### src/hdl/isort_pkg.sv
`default_nettype none

package isort_pkg;

  localparam int DATA_W = 32;
  localparam int DEPTH_DEF = 16;

  typedef logic signed [DATA_W-1:0] isort_data_t;

  typedef struct packed {
    logic        ins;
    logic        drain;
    isort_data_t new_value;
  } isort_ctrl_t;

endpackage

`default_nettype wire

### src/hdl/insertion_sorter_core.sv
// Insertion sorter for sets of signed 32-bit values.
// The input channel (in_valid, in_ready, in_value, in_is_last) takes one value per
// transaction. While a set is being collected, in_ready is high and one value is
// accepted every cycle; each value is inserted into a chain of DEPTH cells that
// keeps the set sorted ascending, with equal values in arrival order.
// The transaction that carries in_is_last is inserted too, and the block then
// emits the set on the output channel (out_valid, out_ready, out_sorted_value,
// out_end_of_set, out_overflowed), smallest first, one result per cycle while
// out_ready is high. The first result is presented in the cycle after the last
// input is accepted. Each accepted value is compared in every cell at once, and
// the chain shifts toward its head by one cell for each result taken.
// in_ready stays low while a set is being emitted and returns high in the cycle
// after the result marked out_end_of_set is taken.
// Values beyond DEPTH in one set are dropped and out_overflowed is high on every
// result of that set. When the receiver stalls, the current result holds and the
// chain does not move. Reset empties the chain and makes the block ready for input.
`default_nettype none

module insertion_sorter_core
  import isort_pkg::*;
#(
  parameter int DEPTH = DEPTH_DEF
) (
  input  wire logic              clk,
  input  wire logic              rst_n,
  input  wire logic              in_valid,
  output logic                   in_ready,
  input  wire logic signed [31:0] in_value,
  input  wire logic              in_is_last,
  output logic                   out_valid,
  input  wire logic              out_ready,
  output logic signed [31:0]     out_sorted_value,
  output logic                   out_end_of_set,
  output logic                   out_overflowed
);

  localparam logic MODE_FILL  = 1'b0;
  localparam logic MODE_DRAIN = 1'b1;

  logic        mode_r;
  logic        mode_nxt;
  logic        ovf_r;
  logic        ovf_nxt;
  logic        in_acc;
  logic        out_acc;
  logic        full;
  isort_ctrl_t ctrl;

  logic        [DEPTH-1:0] keep;
  logic        [DEPTH-1:0] valid;
  isort_data_t             value [DEPTH];

  assign in_ready = (mode_r == MODE_FILL);
  assign in_acc   = in_valid && in_ready;
  assign out_acc  = out_valid && out_ready;
  assign full     = valid[DEPTH-1];

  assign ctrl.ins       = in_acc && !full;
  assign ctrl.drain     = out_acc;
  assign ctrl.new_value = in_value;

  genvar g;
  generate
    for (g = 0; g < DEPTH; g++) begin : g_cell
      if (g == 0) begin : g_head
        isort_cell u_cell (
          .clk        (clk),
          .rst_n      (rst_n),
          .ctrl       (ctrl),
          .prev_keep  (1'b1),
          .prev_valid (1'b1),
          .prev_value (in_value),
          .next_valid (valid[1]),
          .next_value (value[1]),
          .keep       (keep[0]),
          .valid      (valid[0]),
          .value      (value[0])
        );
      end else if (g == DEPTH - 1) begin : g_tail
        isort_cell u_cell (
          .clk        (clk),
          .rst_n      (rst_n),
          .ctrl       (ctrl),
          .prev_keep  (keep[g-1]),
          .prev_valid (valid[g-1]),
          .prev_value (value[g-1]),
          .next_valid (1'b0),
          .next_value ('0),
          .keep       (keep[g]),
          .valid      (valid[g]),
          .value      (value[g])
        );
      end else begin : g_mid
        isort_cell u_cell (
          .clk        (clk),
          .rst_n      (rst_n),
          .ctrl       (ctrl),
          .prev_keep  (keep[g-1]),
          .prev_valid (valid[g-1]),
          .prev_value (value[g-1]),
          .next_valid (valid[g+1]),
          .next_value (value[g+1]),
          .keep       (keep[g]),
          .valid      (valid[g]),
          .value      (value[g])
        );
      end
    end
  endgenerate

  assign out_valid        = (mode_r == MODE_DRAIN) && valid[0];
  assign out_sorted_value = value[0];
  assign out_end_of_set   = !valid[1];
  assign out_overflowed   = ovf_r;

  always_comb begin
    mode_nxt = mode_r;
    ovf_nxt  = ovf_r;
    unique case (mode_r)
      MODE_FILL: begin
        if (in_acc) begin
          if (full) begin
            ovf_nxt = 1'b1;
          end
          if (in_is_last) begin
            mode_nxt = MODE_DRAIN;
          end
        end
      end
      MODE_DRAIN: begin
        if (out_acc && out_end_of_set) begin
          mode_nxt = MODE_FILL;
          ovf_nxt  = 1'b0;
        end
      end
      default: begin
        mode_nxt = MODE_FILL;
      end
    endcase
  end

  always_ff @(posedge clk) begin
    if (!rst_n) begin
      mode_r <= MODE_FILL;
      ovf_r  <= 1'b0;
    end else begin
      mode_r <= mode_nxt;
      ovf_r  <= ovf_nxt;
    end
  end

  a_drain_has_data: assert property (@(posedge clk) disable iff (!rst_n)
    (mode_r == MODE_DRAIN) |-> valid[0])
    else $error("Drain mode entered with an empty chain.");

  a_valid_prefix: assert property (@(posedge clk) disable iff (!rst_n)
    ((valid >> 1) & ~valid) == '0)
    else $error("Cell valid bits are not a contiguous prefix.");

  a_last_starts_drain: assert property (@(posedge clk) disable iff (!rst_n)
    (in_acc && in_is_last) |=> (out_valid && !in_ready))
    else $error("Last transaction did not start output.");

  a_end_empties: assert property (@(posedge clk) disable iff (!rst_n)
    (out_acc && out_end_of_set) |=> (in_ready && !valid[0] && !out_overflowed))
    else $error("Chain not empty after the final result.");

  a_drop_flags: assert property (@(posedge clk) disable iff (!rst_n)
    (in_acc && full) |=> out_overflowed)
    else $error("Dropped value did not raise the overflow flag.");

endmodule

`default_nettype wire

### src/hdl/isort_cell.sv
`default_nettype none

module isort_cell
  import isort_pkg::*;
(
  input  wire logic        clk,
  input  wire logic        rst_n,
  input  wire isort_ctrl_t ctrl,
  input  wire logic        prev_keep,
  input  wire logic        prev_valid,
  input  wire isort_data_t prev_value,
  input  wire logic        next_valid,
  input  wire isort_data_t next_value,
  output logic             keep,
  output logic             valid,
  output isort_data_t      value
);

  logic        valid_r;
  logic        valid_nxt;
  isort_data_t value_r;
  isort_data_t value_nxt;

  assign keep  = valid_r && !(value_r > ctrl.new_value);
  assign valid = valid_r;
  assign value = value_r;

  always_comb begin
    valid_nxt = valid_r;
    value_nxt = value_r;
    if (ctrl.drain) begin
      valid_nxt = next_valid;
      value_nxt = next_value;
    end else if (ctrl.ins && !keep) begin
      valid_nxt = valid_r | prev_valid;
      value_nxt = prev_keep ? ctrl.new_value : prev_value;
    end
  end

  always_ff @(posedge clk) begin
    if (!rst_n) begin
      valid_r <= 1'b0;
    end else begin
      valid_r <= valid_nxt;
    end
  end

  always_ff @(posedge clk) begin
    value_r <= value_nxt;
  end

endmodule

`default_nettype wire

### config.mk
export PLATFORM = sky130hd
export DESIGN_NAME = insertion_sorter_core
export DESIGN_NICKNAME = d
export VERILOG_FILES = /design/src/hdl/isort_pkg.sv /design/src/hdl/insertion_sorter_core.sv /design/src/hdl/isort_cell.sv
export SDC_FILE = /design/constraint.sdc
export NUM_CORES = 2
export LEC_CHECK = 0
export BUFFER_PORTS_ARGS = -buffer_cell sky130_fd_sc_hd__buf_2
export CAP_MARGIN = 20
export CORE_AREA = 10 10 374 376
export DETAILED_ROUTE_END_ITERATION = 8
export DIE_AREA = 0 0 384 386
export HOLD_SLACK_MARGIN = 0.03
export PLACE_DENSITY = 0.52
export SLEW_MARGIN = 25
export SYNTH_ARGS = -nofsm -noshare
export SYNTH_HDL_FRONTEND = slang
export SYNTH_SLANG_ARGS = --single-unit
### constraint.sdc
create_clock -name clk -period 7.37 [get_ports clk]
set_input_delay 0.737 -clock clk [delete_from_list [all_inputs] [get_ports clk]]
set_output_delay 0.737 -clock clk [all_outputs]
set_load 0.005 [all_outputs]
==> results.sh <==
export IMPL_fin_nets=4096
export IMPL_place_gp_congestion=0.925
export IMPL_routed_wl_um=152000
export IMPL_multi_input_area_sq_um=20400
export IMPL_p_clk_share_pct=34.1
export IMPL_power_switching_w=0.00321
export IMPL_p_leak_nw=17.7
export IMPL_final_min_clock_period_ps=4860
export IMPL_min_to="mode_r$_SDFF_PN0_"
export IMPL_crit_path_cell_trace="buf_2, inv_1, ha_1, nand2_1, nor2_1, a211oi_1, o211ai_1, a32o_1, nor2_4, buf_4, mux2i_1, o21ai_1"
export IMPL_boundaryPins=73
export IMPL_layout_common_cells="525 x nand2_1, 480 x ha_1, 480 x edfxtp_1"
export IMPL_end_kind="register"
export IMPL_hold_path_cell_count=3
export IMPL_dieArea_sq_um=148000
export IMPL_p_int_w=0.00645
export IMPL_crit_type="input port to register"
export IMPL_syn_num_nets=4131
export IMPL_root_buffer="clkbuf_16"
export IMPL_power_density_nw_per_um2=235
export IMPL_core_area_sq_um=133000
export IMPL_rrSetupSlack_ps=2840
export IMPL_grt_max_degree=192
export IMPL_ff2ff_path_depth=10
export IMPL_fin_skew_ps=26.8
export IMPL_clockBufferDepth=3
export IMPL_placed_area_sq_um=39000
export IMPL_postRouteAntennaNets=0
export IMPL_sw_frac_of_total_pct=33.2
export IMPL_synth_area_leader_cell="edfxtp_1"
export IMPL_cts_hold_buffers=0
export IMPL_cts_buffers=59
export IMPL_yosys_top_cells_area="edfxtp_1 39%, ha_1 16%, mux2i_1 9.9%"
export IMPL_setup_violations=0
export IMPL_seq_power_share_pct=43.7
export IMPL_synth_top_area_share_pct=39.3
export IMPL_die_width_um=384
export IMPL_postCtsSetupBuffers=0
export IMPL_synth_edf_count=480
export IMPL_start_util_pct=27.7
export IMPL_post_route_drc_count=0
export IMPL_clkSinkCount=530
export IMPL_via_per_inst=5.70
export IMPL_drive_gt1_share_pct=7.00
export IMPL_cts_htree_levels=2
export IMPL_ys_types=59
export IMPL_r2r_end="g_cell[9].g_mid.u_cell.value[24]$_DFFE_PP_"
export IMPL_syn_area_sq_um=36700
export IMPL_cts_tree="done"
export IMPL_port_buffer_count=72
export IMPL_place_hpwl_um=105000
export IMPL_r2r_start="g_cell[8].g_mid.u_cell.value[25]$_DFFE_PP_"
export IMPL_drtIter0Drc=3350
export IMPL_gr_total_overflow=0
export IMPL_cpPeakStageDelay_ps=810
export IMPL_avgRoutedWirePerCell_um=28.1
export IMPL_firstDrtPassIters=5
export IMPL_hold_path_startpoint="in_is_last"
export IMPL_syn_area_per_cell_sq_um=10.2
export IMPL_worst_slew_margin_rel_pct=21.7
export IMPL_async_flop_share_pct=0
export IMPL_grt_pass1_vias=28700
export IMPL_finalSetupTns_ps=0
export IMPL_crit_path_max_fanout=19
export IMPL_max_freq_mhz=206
export IMPL_yosys_most_used_dff="edfxtp_1"
export IMPL_seq_area_sq_um=15400
export IMPL_yosysSeqAreaShare_pct=42.0
export IMPL_cp_data_required_time_ps=7750
export IMPL_synth_seq_cells=530
export IMPL_synth_cells=3614
export IMPL_rows=134
export IMPL_worst_path_max_delay_cell="a211oi_1"
export IMPL_insertion_delay_ps=680
export IMPL_finalCritPeriodShare_pct=65.9
export IMPL_cp_data_arrival_time_ps=5240
export IMPL_status="complete, no violations"
export IMPL_n_fill_cell=13500
export IMPL_num_vias=30800
export IMPL_hold_viol=0
export IMPL_irDropWorstVdd_mv=0.198
export IMPL_groute_usage_overall_pct=19.7
export IMPL_cts_resized=0
export IMPL_fin_area_sq_um=41100
export IMPL_rsz0062_at_grt="false"
export IMPL_startpoint_type="input port"
export IMPL_maxSlewViolCount=0
export IMPL_tightest_slew_ps=1160
export IMPL_finalPower_w=0.00966
export IMPL_final_common_cell="nand2_1"
export IMPL_maxCapViolCount=0
export IMPL_clk_pin_slew_ps=60
export IMPL_grt_pass1_wl_um=215000
export IMPL_yosysWarnings=0
export IMPL_combPwrFrac_pct=22.2
export IMPL_die_h_um=386
export IMPL_hp_class="input port to register"
export IMPL_antenna_found_initial=11
export IMPL_area_growth_pct=12.0
## layout make-up
cell class                      count  area share (%)
Clock buffer                       80            3.96
Timing Repair Buffer              120            1.92
Antenna cell                        4          0.0244
Inverter                           55           0.503
Sequential cell                   530            37.5
Tap cell                         1768            5.38
Clock inverter                     32            1.04
Multi-Input combinational cell   2813            49.6
## worst max path at each step
stage | start | to | slack [ps]
final | in_value[27] | g_cell[9].g_mid.u_cell.value[24]$_DFFE_PP_ | 2510
after global routing | in_value[25] | g_cell[9].g_mid.u_cell.value[24]$_DFFE_PP_ | 2300
after CTS | in_value[27] | g_cell[8].g_mid.u_cell.value[20]$_DFFE_PP_ | 2610
after detailed placement | in_value[27] | g_cell[8].g_mid.u_cell.value[25]$_DFFE_PP_ | 1920
after global placement | in_value[29] | g_cell[0].g_head.u_cell.value[17]$_DFFE_PP_ | 1620
after floorplan | in_value[25] | g_cell[10].g_mid.u_cell.value[0]$_DFFE_PP_ | 1970
## registers in the layout (all words and copies together) (netlist names)
| name | count |
|---|---|
| g_cell.g_head.u_cell.valid | 1 |
| g_cell.g_head.u_cell.value | 32 |
| g_cell.g_mid.u_cell.valid | 14 |
| g_cell.g_mid.u_cell.value | 448 |
| g_cell.g_tail.u_cell.valid | 1 |
| g_cell.g_tail.u_cell.value | 32 |
| mode_r | 1 |
| out_overflowed | 1 |
## cell families (layout without fill, tap and decap cells)
kind of cell / count (synthesis) / after routing / synth area share, %
muxes: 364 / 364 / 9.93
other: 0 / 4 / 0
DFF: 530 / 530 / 42.0
adders and majority gates: 480 / 480 / 16.4
and+or+nand+nor: 971 / 971 / 12.1
buffers and inverters: 271 / 287 / 2.99
AOI/OAI and AO/OA: 998 / 998 / 16.6
## power by group through the flow
stage                     Sequential (W)  Combinational (W)  Clock, W
after floorplan                  0.00404            0.00136         0
final                            0.00423            0.00215   0.00329
after CTS                        0.00421            0.00211   0.00332
after detailed placement         0.00427            0.00210         0
after global placement           0.00428            0.00205         0
after global routing             0.00425            0.00234   0.00342
## synth_stat cells, drive strengths merged (2+ instances only)
master,count
nand2,539
edfxtp,480
ha,480
o21ai,425
mux2i,364
a21oi,274
clkbuf,160
nand4,115
nor2,110
a221o,90
nand3,81
a21o,57
buf,56
inv,55
dfxtp,50
o211ai,41
a211oi,38
and3,34
nor2b,28
nor4,25
nor3,16
a2111oi,14
a221oi,14
o221ai,12
a32o,11
or4b,11
a21boi,4
and4,4
o21a,3
a311oi,2
and2,2
nand2b,2
o2111ai,2
o31a,2
or3,2
## layer usage
metal / track usage [%] / vias to the layer above / share of wire, % / wire length, um
li1: - / 13800 / - / -
met1: 26.8 / 15400 / 43 / 65700
met2: 31.8 / 1320 / 46 / 69600
met3: 2.78 / 256 / 7.3 / 11100
met4: 6.87 / 6 / 3.7 / 5570
met5: 0 / - / 0.030 / 46
## worst max-delay path, delay by kind of cell
kind	cells	cell delay [ps]
buffers and inverters	3	1450
multiplexers	1	280
AND/OR/NAND/NOR	3	820
adder cells (fa/ha/maj)	1	380
AO/OA/AOI/OAI	4	1540
## per-stage QoR
| stage | hold WS [ps] | setup slack, ps | utilization (%) | std cells |
|---|---|---|---|---|
| after floorplan | 460 | 1970 | - | 3614 |
| after global placement | 469 | 1620 | 29.4 | 5284 |
| after detailed placement | 463 | 1920 | 29.4 | 5286 |
| after CTS | 283 | 2610 | 31.0 | 5398 |
| after global routing | 322 | 2300 | 31.0 | 5400 |
| final | 311 | 2510 | 31.0 | 5402 |
Power figures use the tool's default switching activity.
